**src/wbfd_pkg.sv**
```systemverilog
// ----------------------------------------------------------------------------
// wbfd_pkg
// Shared types and constants of the weather bit-frame decoder.
// ----------------------------------------------------------------------------
package wbfd_pkg;

    localparam int CHAR_W    = 8;
    localparam int TIME_W    = 32;
    localparam int FRAME_W   = 24;
    localparam int COUNT_W   = 6;
    localparam int TEMP_W    = 13;
    localparam int HUM_W     = 8;
    localparam int WINDOW_W  = 16;
    localparam int CFG_IDX_W = 3;
    localparam int CFG_DATA_W = 16;
    localparam int IN_DATA_W  = 40;
    localparam int OUT_DATA_W = 24;

    localparam logic [CHAR_W-1:0] CHAR_LF   = 8'd10;
    localparam logic [CHAR_W-1:0] CHAR_ZERO = 8'd48;
    localparam logic [CHAR_W-1:0] CHAR_ONE  = 8'd49;

    localparam logic [COUNT_W-1:0] COUNT_MAX = 6'd63;

    localparam logic [CFG_IDX_W-1:0] REG_MIN_LENGTH    = 3'd0;
    localparam logic [CFG_IDX_W-1:0] REG_MAX_LENGTH    = 3'd1;
    localparam logic [CFG_IDX_W-1:0] REG_HUMIDITY_LOW  = 3'd2;
    localparam logic [CFG_IDX_W-1:0] REG_HUMIDITY_HIGH = 3'd3;
    localparam logic [CFG_IDX_W-1:0] REG_REPEAT_WINDOW = 3'd4;

    localparam logic [COUNT_W-1:0]  RST_MIN_LENGTH    = 6'd34;
    localparam logic [COUNT_W-1:0]  RST_MAX_LENGTH    = 6'd38;
    localparam logic [HUM_W-1:0]    RST_HUMIDITY_LOW  = 8'd20;
    localparam logic [HUM_W-1:0]    RST_HUMIDITY_HIGH = 8'd100;
    localparam logic [WINDOW_W-1:0] RST_REPEAT_WINDOW = 16'd1;

    typedef enum logic [2:0] {
        STATUS_OK         = 3'd0,
        STATUS_BAD_LENGTH = 3'd1,
        STATUS_BAD_CHAR   = 3'd2,
        STATUS_BAD_HUM    = 3'd3,
        STATUS_REPEAT     = 3'd4
    } status_t;

    typedef struct packed {
        logic [COUNT_W-1:0]  min_length;
        logic [COUNT_W-1:0]  max_length;
        logic [HUM_W-1:0]    humidity_low;
        logic [HUM_W-1:0]    humidity_high;
        logic [WINDOW_W-1:0] repeat_window;
    } cfg_t;

    typedef struct packed {
        logic [FRAME_W-1:0] frame;
        logic [COUNT_W-1:0] count;
        logic               bad_char;
    } line_t;

    typedef struct packed {
        logic [HUM_W-1:0]         humidity;
        logic signed [TEMP_W-1:0] temperature_tenths;
        status_t                  status;
    } result_t;

endpackage

```
**src/wbfd_line.sv**
```systemverilog
// ----------------------------------------------------------------------------
// wbfd_line
// Line assembly: holds each character one transfer, then shifts bits into
// the frame and counts them; a line feed drops the held character and clears.
// ----------------------------------------------------------------------------
module wbfd_line
    import wbfd_pkg::*;
(
    input  logic              aclk,
    input  logic              aresetn,
    input  logic              step,
    input  logic [CHAR_W-1:0] character,
    output line_t             line
);

    logic [FRAME_W-1:0] frame_reg, frame_next;
    logic [COUNT_W-1:0] count_reg, count_next;
    logic               bad_reg, bad_next;
    logic               pend_valid_reg, pend_valid_next;
    logic [CHAR_W-1:0]  pend_char_reg, pend_char_next;

    always_comb begin
        frame_next      = frame_reg;
        count_next      = count_reg;
        bad_next        = bad_reg;
        pend_valid_next = pend_valid_reg;
        pend_char_next  = pend_char_reg;
        if (step) begin
            if (character == CHAR_LF) begin
                frame_next      = '0;
                count_next      = '0;
                bad_next        = 1'b0;
                pend_valid_next = 1'b0;
                pend_char_next  = '0;
            end else begin
                if (pend_valid_reg) begin
                    if (count_reg != COUNT_MAX) begin
                        count_next = count_reg + COUNT_W'(1);
                    end
                    if (pend_char_reg == CHAR_ONE) begin
                        frame_next = {frame_reg[FRAME_W-2:0], 1'b1};
                    end else if (pend_char_reg == CHAR_ZERO) begin
                        frame_next = {frame_reg[FRAME_W-2:0], 1'b0};
                    end else begin
                        bad_next = 1'b1;
                    end
                end
                pend_valid_next = 1'b1;
                pend_char_next  = character;
            end
        end
    end

    always_ff @(posedge aclk) begin
        if (!aresetn) begin
            frame_reg      <= '0;
            count_reg      <= '0;
            bad_reg        <= 1'b0;
            pend_valid_reg <= 1'b0;
            pend_char_reg  <= '0;
        end else begin
            frame_reg      <= frame_next;
            count_reg      <= count_next;
            bad_reg        <= bad_next;
            pend_valid_reg <= pend_valid_next;
            pend_char_reg  <= pend_char_next;
        end
    end

    assign line = '{frame: frame_reg, count: count_reg, bad_char: bad_reg};

endmodule

```
**src/wbfd_eval.sv**
```systemverilog
// ----------------------------------------------------------------------------
// wbfd_eval
// Line evaluation: length, character, humidity and repeat checks on a
// finished line, and the store of the last accepted reading.
// ----------------------------------------------------------------------------
module wbfd_eval
    import wbfd_pkg::*;
(
    input  logic              aclk,
    input  logic              aresetn,
    input  logic              update,
    input  line_t             line,
    input  logic [TIME_W-1:0] now_seconds,
    input  cfg_t              cfg,
    output result_t           result
);

    logic [TEMP_W-1:0] last_temp_reg;
    logic [HUM_W-1:0]  last_hum_reg;
    logic [TIME_W-1:0] last_time_reg;

    logic [TEMP_W-1:0] temp;
    logic [HUM_W-1:0]  hum;
    logic [TIME_W-1:0] elapsed;
    logic              bad_length;
    logic              bad_hum;
    logic              repeat_hit;
    status_t           status;

    always_comb begin
        hum        = line.frame[7:0];
        temp       = {(line.frame[23:20] == 4'hF), line.frame[23:12]};
        elapsed    = now_seconds - last_time_reg;
        bad_length = (line.count < cfg.min_length) || (line.count > cfg.max_length);
        bad_hum    = (hum < cfg.humidity_low) || (hum > cfg.humidity_high);
        repeat_hit = (elapsed <= TIME_W'(cfg.repeat_window))
                     && (last_temp_reg == temp) && (last_hum_reg == hum);
        priority if (bad_length) begin
            status = STATUS_BAD_LENGTH;
        end else if (line.bad_char) begin
            status = STATUS_BAD_CHAR;
        end else if (bad_hum) begin
            status = STATUS_BAD_HUM;
        end else if (repeat_hit) begin
            status = STATUS_REPEAT;
        end else begin
            status = STATUS_OK;
        end
        result.status = status;
        if (bad_length || line.bad_char) begin
            result.temperature_tenths = '0;
            result.humidity           = '0;
        end else begin
            result.temperature_tenths = temp;
            result.humidity           = hum;
        end
    end

    always_ff @(posedge aclk) begin
        if (!aresetn) begin
            last_temp_reg <= '0;
            last_hum_reg  <= '0;
            last_time_reg <= '0;
        end else if (update && status == STATUS_OK) begin
            last_temp_reg <= temp;
            last_hum_reg  <= hum;
            last_time_reg <= now_seconds;
        end
    end

endmodule

```
**src/weather_bit_frame_decoder_core.sv**
```systemverilog
// ----------------------------------------------------------------------------
// weather_bit_frame_decoder_core
// Decodes lines of '0'/'1' characters from a weather sensor into status,
// temperature and humidity results.
// ----------------------------------------------------------------------------
// Usage:
// The slave channel carries one character per transfer with the current time
// in seconds. Every character except a line feed only updates the line state;
// the character right before a line feed is dropped. A line feed produces one
// result transfer on the master channel: status, temperature in tenths of a
// degree and humidity.
// A character is registered on transfer and evaluated from the input register;
// a line feed's result is registered in the output register for the master channel.
// Throughput: one character per cycle. The input register frees itself in
// every cycle except when it holds a line feed while an earlier result is
// still stalled by the receiver; then s_tready drops until m_tready returns.
// Thresholds are written through the cfg_ port while the stream is idle.
// Reset (aresetn low, synchronous) restores the default thresholds, empties
// the line, clears the last-reading store and drops both valid flags.
// ----------------------------------------------------------------------------
module weather_bit_frame_decoder_core
    import wbfd_pkg::*;
(
    input  logic                  aclk,
    input  logic                  aresetn,
    input  logic                  s_tvalid,
    output logic                  s_tready,
    input  logic [IN_DATA_W-1:0]  s_tdata,   // character [7:0], now_seconds [39:8]
    output logic                  m_tvalid,
    input  logic                  m_tready,
    output logic [OUT_DATA_W-1:0] m_tdata,   // status [2:0], temperature_tenths [15:3],
                                             // humidity [23:16]
    input  logic                  cfg_we,
    input  logic [CFG_IDX_W-1:0]  cfg_index,
    input  logic [CFG_DATA_W-1:0] cfg_wdata
);

    cfg_t              cfg_reg;
    logic              in_valid_reg;
    logic [CHAR_W-1:0] in_char_reg;
    logic [TIME_W-1:0] in_time_reg;
    logic              out_valid_reg;
    result_t           out_reg;

    logic    in_is_lf;
    logic    advance;
    line_t   line;
    result_t result;

    always_ff @(posedge aclk) begin
        if (!aresetn) begin
            cfg_reg.min_length    <= RST_MIN_LENGTH;
            cfg_reg.max_length    <= RST_MAX_LENGTH;
            cfg_reg.humidity_low  <= RST_HUMIDITY_LOW;
            cfg_reg.humidity_high <= RST_HUMIDITY_HIGH;
            cfg_reg.repeat_window <= RST_REPEAT_WINDOW;
        end else if (cfg_we) begin
            unique case (cfg_index)
                REG_MIN_LENGTH:    cfg_reg.min_length    <= cfg_wdata[COUNT_W-1:0];
                REG_MAX_LENGTH:    cfg_reg.max_length    <= cfg_wdata[COUNT_W-1:0];
                REG_HUMIDITY_LOW:  cfg_reg.humidity_low  <= cfg_wdata[HUM_W-1:0];
                REG_HUMIDITY_HIGH: cfg_reg.humidity_high <= cfg_wdata[HUM_W-1:0];
                REG_REPEAT_WINDOW: cfg_reg.repeat_window <= cfg_wdata[WINDOW_W-1:0];
                default: ;
            endcase
        end
    end

    assign in_is_lf = (in_char_reg == CHAR_LF);
    assign advance  = in_valid_reg && (!in_is_lf || !out_valid_reg || m_tready);
    assign s_tready = !in_valid_reg || advance;

    always_ff @(posedge aclk) begin
        if (!aresetn) begin
            in_valid_reg <= 1'b0;
        end else if (s_tready) begin
            in_valid_reg <= s_tvalid;
        end
    end

    always_ff @(posedge aclk) begin
        if (s_tready && s_tvalid) begin
            in_char_reg <= s_tdata[CHAR_W-1:0];
            in_time_reg <= s_tdata[CHAR_W+TIME_W-1:CHAR_W];
        end
    end

    wbfd_line u_line (
        .aclk      (aclk),
        .aresetn   (aresetn),
        .step      (advance),
        .character (in_char_reg),
        .line      (line)
    );

    wbfd_eval u_eval (
        .aclk        (aclk),
        .aresetn     (aresetn),
        .update      (advance && in_is_lf),
        .line        (line),
        .now_seconds (in_time_reg),
        .cfg         (cfg_reg),
        .result      (result)
    );

    always_ff @(posedge aclk) begin
        if (!aresetn) begin
            out_valid_reg <= 1'b0;
        end else if (advance && in_is_lf) begin
            out_valid_reg <= 1'b1;
        end else if (m_tready) begin
            out_valid_reg <= 1'b0;
        end
    end

    always_ff @(posedge aclk) begin
        if (advance && in_is_lf) begin
            out_reg <= result;
        end
    end

    assign m_tvalid = out_valid_reg;
    assign m_tdata  = out_reg;

endmodule

```
**config.mk**
```make
export PLATFORM = sky130hd
export DESIGN_NAME = weather_bit_frame_decoder_core
export DESIGN_NICKNAME = d
export VERILOG_FILES = /design/src/wbfd_pkg.sv /design/src/wbfd_line.sv /design/src/wbfd_eval.sv /design/src/weather_bit_frame_decoder_core.sv
export SDC_FILE = /design/constraint.sdc
export NUM_CORES = 1
export LEC_CHECK = 0
export BUFFER_PORTS_ARGS = -buffer_cell sky130_fd_sc_hd__buf_2
export CORE_ASPECT_RATIO = 2
export CORE_MARGIN = 4
export CORE_UTILIZATION = 64
export CTS_CLUSTER_SIZE = 8
export DETAILED_ROUTE_END_ITERATION = 10
export GPL_TIMING_DRIVEN = 0
export PLACE_DENSITY = 0.85
export SLEW_MARGIN = 40
export SYNTH_ARGS = -nofsm -noshare
export SYNTH_HDL_FRONTEND = slang
export SYNTH_SLANG_ARGS = --single-unit
```
**constraint.sdc**
```tcl
create_clock -name aclk -period 10.7 [get_ports aclk]
set_input_delay 0 -clock aclk [delete_from_list [all_inputs] [get_ports aclk]]
set_output_delay 0 -clock aclk [all_outputs]
set_load 0.005 [all_outputs]
```
### Word level (Yosys, flattened, before mapping)

Cells that the tools add are included.

* register bits: 203
* input bits: 64
* word-level logic and storage cells: 88

* order comparisons: 5
* muxes and demuxes: 19
* reductions and logical operators: 29
* equality and inequality tests: 13
* $add $sub $neg: 2

Operators with widths (number)
* $mux 24: 4
* $le 32x16->1: 1
* $sub 32x32->32: 1
* $mux 6: 3
* $eq 8x6->1 const B: 2
* $eq 13x13->1: 1
* $mux 3: 4
* $reduce_and 2->1: 5
* $eq 8x4->1 const B: 1
* $eq 8x8->1: 1
* $gt 8x8->1: 1
* $lt 8x8->1: 1
* $mux 8: 1
* $mux 1: 7
* $add 6x1->6 const B: 1
* $eq 3x2->1 const B: 2
* $gt 6x6->1: 1
* $logic_and 1x1->1: 6
* $logic_not 3->1: 2
* $logic_or 1x1->1: 6
* $lt 6x6->1: 1
* $ne 6x6->1 const B: 1
* $reduce_and 3->1: 2
* $reduce_bool 2->1: 3
* other kinds (7): 10

### Longest topological paths before layout

* depth in word-level cells: 10
* mapped depth: 22

### By module

A second synthesis with hierarchy kept.

* cells, all modules: 1424
* area total of the unflattened synthesis: 12510.7 um^2

Modules (own cells, without submodules)
* wbfd_eval: cells an instance 980, times used 1, area each 7065.5 um^2
* weather_bit_frame_decoder_core: cells an instance 257, times used 1, area each 3698.5 um^2
* wbfd_line: cells an instance 187, times used 1, area each 1746.7 um^2

### Worst setup path before layout

Ideal clock, no wire load.

* path kind: register to register
* from: register in_time_reg[0]
* to: register u_eval.last_time_reg[1]
* cell stages (with the launch flop): 22
* path slack: 6.541 ns
* arrival: 4.042 ns
* library setup time: 0.117 ns
* path through: edfxtp_1 > inv_1 > ha_1 > fa_1 > nand2b_1 > a21oi_1 > o21bai_1 > a211oi_1 > nor2_1 > xnor2_1 > ha_1 > nand4_1 > a2111oi_0 > a211oi_1 > a21oi_1 > nor3_1 > o2111ai_1 > nor4_4 > buf_4 > buf_4 > mux2i_1 > nand2_1

* cells in the longest elaborated chain, start to end: 10

Ends and longest elaborated chain
* start, declared: line weather_bit_frame_decoder_core.sv:41 `logic [TIME_W-1:0] in_time_reg;`
* start signal, assigned: line weather_bit_frame_decoder_core.sv:84 `in_time_reg <= s_tdata[CHAR_W+TIME_W-1:CHAR_W];`
* $sub 32x32->32: line wbfd_eval.sv:33 `elapsed = now_seconds - last_time_reg;`
* $le 32x16->1: line wbfd_eval.sv:36 `repeat_hit = (elapsed <= TIME_W'(cfg.repeat_window))`
* $logic_and 1x1->1 (2 in series): line wbfd_eval.sv:37 `&& (last_temp_reg == temp) && (last_hum_reg == hum);`
* $mux 3: line wbfd_eval.sv:44 `end else if (repeat_hit) begin`
* $mux 3: line wbfd_eval.sv:42 `end else if (bad_hum) begin`
* $mux 3: line wbfd_eval.sv:40 `end else if (line.bad_char) begin`
* $mux 3: line wbfd_eval.sv:38 `priority if (bad_length) begin`
* $logic_not 3->1: line wbfd_eval.sv:64 `end else if (update && status == STATUS_OK) begin`
* $logic_and 1x1->1: line wbfd_eval.sv:64
* end signal, assigned: line wbfd_eval.sv:67 `last_time_reg <= now_seconds;`
* end, declared: line wbfd_eval.sv:20 `logic [TIME_W-1:0] last_time_reg;`

No other way between the ends.
A chain may end at the register's enable or synchronous reset.

### Final worst setup path

* from: register in_time_reg[0]
* to: register u_eval.last_hum_reg[7]

* cells in the longest elaborated chain, start to end: 10

Ends and longest elaborated chain
* $sub 32x32->32: line wbfd_eval.sv:33
* $le 32x16->1: line wbfd_eval.sv:36
* $logic_and 1x1->1 (2 in series): line wbfd_eval.sv:37
* $mux 3: line wbfd_eval.sv:44
* $mux 3: line wbfd_eval.sv:42
* $mux 3: line wbfd_eval.sv:40
* $mux 3: line wbfd_eval.sv:38
* $logic_not 3->1: line wbfd_eval.sv:64
* $logic_and 1x1->1: line wbfd_eval.sv:64
* end signal, assigned: line wbfd_eval.sv:66 `last_hum_reg <= hum;`
* end, declared: line wbfd_eval.sv:19 `logic [HUM_W-1:0] last_hum_reg;`

No other way between the ends.

==> flow_summary.yaml <==
clocking:
  clock-root-buffer: "clkbuf_16"
  cts_setup_buffers: 0
  cts_tree: "done"
  clock_sinks: 203
  cts_max_level: 1
  clk_pin_slew_ns: 0.05
  cts_buffers: 29
  cts_resized: 0
  clk_latency_ns: 0.56
  clockBufferDepth: 3
worst_setup_path:
  reg2reg_from: "in_time_reg[0]"
  cp-startpoint: "in_time_reg[0]"
  crit_fanout: 10
  r2r_cells: 21
  required_ns: 11.12
  r2r_slack_ns: 5.49
  end_kind: "register"
  worstSetupPathType: "register to register"
  arrival_ns: 5.63
  worstReg2RegEnd: "u_eval.last_hum_reg[7]"
  critPathLaunchType: "register"
placed_design:
  placed_cell_area_um2: 12700
  port_buffers: 88
  hpwlAfterDp_um: 26800
  gp_congestion: 1.02
  dp_cells: 1708
  dp_slack_ns: 5.64
die:
  placementRows: 70
  die_w_um: 105
  die_area_um2: 21000
  coreArea_um2: 18300
  io_pins: 90
  die_y_um: 201
  start_util_pct: 65.1
detailed_routing:
  final_antenna_net_count: 0
  drtIter0Drc: 1066
  wl_um: 39300
  drc: 0
  drt-pass1-iter-count: 6
  via_per_inst: 6.68
  post_drt_wl_per_cell_um: 21.6
  dr_wl_met2_um: 20300
  dr.max_layer_used: "met4"
  wl_met1_um: 12900
  via_count: 12185
  route.met3.wl_um: 2460
global_route:
  grt_pass1_vias: 12636
  grt_usage_pct: 37.0
  overflow: 0
  grt_max_degree: 27
  antenna_found_initial: 0
  grt_pass1_wl_um: 63000
layout:
  drive_above_1_share_pct: 9.15
  fin_util_pct: 77.4
  final_cell_area_um2: 14200
  fin_nets: 1726
  n_antenna_cell: 0
  area_growth_pct: 18.8
  fin_cells: 1823
  largest_reg_flops: 44
worst_hold_path:
  hp-start: "s_tdata[33]"
  whs_path_depth: 2
  hold_class: "input port to register"
  holdPathEnd: "in_time_reg[25]"
synthesis:
  synthFlopType: "dfxtp_1"
  avgSynthCellArea_um2: 8.51
  synth_area_leaders: "dfxtp_1 (23%), edfxtp_1 (16%), ha_1 (7.8%)"
  synth_edf_count: 64
  synth.yosys.seq_area_share_pct: 39.5
  netlist-cell-type-count: 63
  synth_nets: 1540
  yosysTopAreaCellShare_pct: 23.3
  async_flop_share_pct: 0
  syn_area_um2: 11900
  synth_area_leader_cell: "dfxtp_1"
  yosys_warnings: 0
  synth-seq-cells: 203
  syn_inst: 1401
pwr:
  p_leak_nw: 5.26
  power_mw: 1.96
  ir_drop_v: 0.000139
  power_density_nw_per_um2: 138
timing:
  worstMarginPinSlew_ns: 0.785
  finalWorstSetupSlack_ns: 5.49
  rsz0062_at_grt: "false"
  fin_skew_ns: 0.0175
  finalCritPeriodShare_pct: 48.6
  period_needed_ns: 5.21
  relSlewSlack_pct: 47.6
  timing.hold.ws_ns: 0.149
  finalSetupTns_ns: 0
  hold_viol: 0
  maxSlewViolCount: 0
  max_freq_mhz: 192
  finalSetupViolCount: 0
flow_run:
  drv_cap: 0
run_status:
  status: "finished, final reports clean"
## per-layer routing
metal / vias to the layer above / global-route usage (%)
li1: 5552 / -
met1: 5727 / 36.5
met2: 653 / 67.1
met3: 253 / 5.37
met4: 0 / 30.1
met5: - / 0
## cells in the final DEF (no fill, tap or decap), drive strengths merged, types with 3 or more instances in the layout
cell and instances:
nand3 100, a2bb2oi 3, buf 109, xor2 12
nor4 14, o2111ai 3, nor2b 7, a211oi 8
mux2 3, o211ai 20, nand2b 11, a2111oi 3
dlygate4sd3 64, nand2 161, mux2i 10, o21ai 47
nor3 22, edfxtp 64, a21oi 121, nand4 118
and2 25, inv 86, a21boi 5, dfxtp 139
ha 74, and3 6, nand4b 98, nor2 50
a21o 6, nor3b 5, o21a 11, or4 3
xnor2 25, a32oi 3, clkbuf 136, or2 4
a221oi 3
## layout make-up
cell class | count | area, um2
multi-input combinational | 1008 | 6500
sequential | 203 | 4700
fill | 1248 | 4140
timing repair buffer | 155 | 1130
clock buffer | 49 | 801
buffer | 105 | 422
inverter | 85 | 319
tap | 216 | 270
clock inverter | 2 | 27.5
## Yosys cell counts, drive strengths merged, types with 4 or more instances
library cell  count
nor2             50
nand4           118
a21boi            5
dfxtp           139
nor4             14
nand4b           98
a211oi            8
and2             25
nand3           100
buf              18
nor2b             7
mux2i            10
nand2b           11
and3              6
xnor2            25
ha               74
nand2           161
clkbuf           87
o21ai            47
o211ai           20
edfxtp           64
a21oi           121
nor3b             5
xor2             12
inv              85
nor3             22
o21a             11
a21o              6
or2               4
## how the worst max path moves through the flow
stage	endpoint	slack, ns	depth (start not counted)
CTS	u_eval.last_hum_reg[7]	5.57	21
floorplan	u_eval.last_time_reg[1]	6.54	21
global route	u_eval.last_time_reg[16]	5.09	18
finish	u_eval.last_hum_reg[7]	5.49	21
detailed placement	u_eval.last_hum_reg[7]	5.64	21
global placement	in_time_reg[17]	5.59	5
## timing repair
action | in CTS | in global routing
hold buffers | 64 | 0
setup endpoints to repair | 0 | 0
hold endpoints to repair | 88 | 0
## logic make-up (layout without fill, tap and decap cells)
kind of cell,count (synthesis),count (layout),synth area share [%]
AND/OR/NAND/NOR,631,631,29.9
flip-flops,203,203,39.5
AO/OA/AOI/OAI,252,252,12.6
buffers and inverters,190,396,6.21
multiplexers,13,13,1.12
XOR/XNOR,37,37,2.72
adder cells (fa/ha/maj),75,75,7.93
## where the power goes
| part | switching, mW | internal, mW |
|---|---|---|
| clock network | 0.349 | 0.505 |
| registers | 0.0168 | 0.814 |
| logic | 0.172 | 0.105 |
## critical path, cell delays in order, from the launching register on
cell       delay, ns
edfxtp_1        0.35
inv_1           0.07
ha_1            0.22
fa_1            0.40
nand2b_1        0.18
a21oi_1         0.25
o21bai_1        0.20
a211oi_1        0.56
nor2_1          0.12
xnor2_1         0.23
ha_1            0.27
nand4_1         0.14
a2111oi_0       0.09
a211oi_1        0.22
a21oi_1         0.15
nor3_1          0.31
o2111ai_1       0.24
nor4_4          0.37
buf_4           0.23
buf_2           0.22
nand4b_1        0.16
nand4_1         0.11
Power figures use the tool's default switching activity.
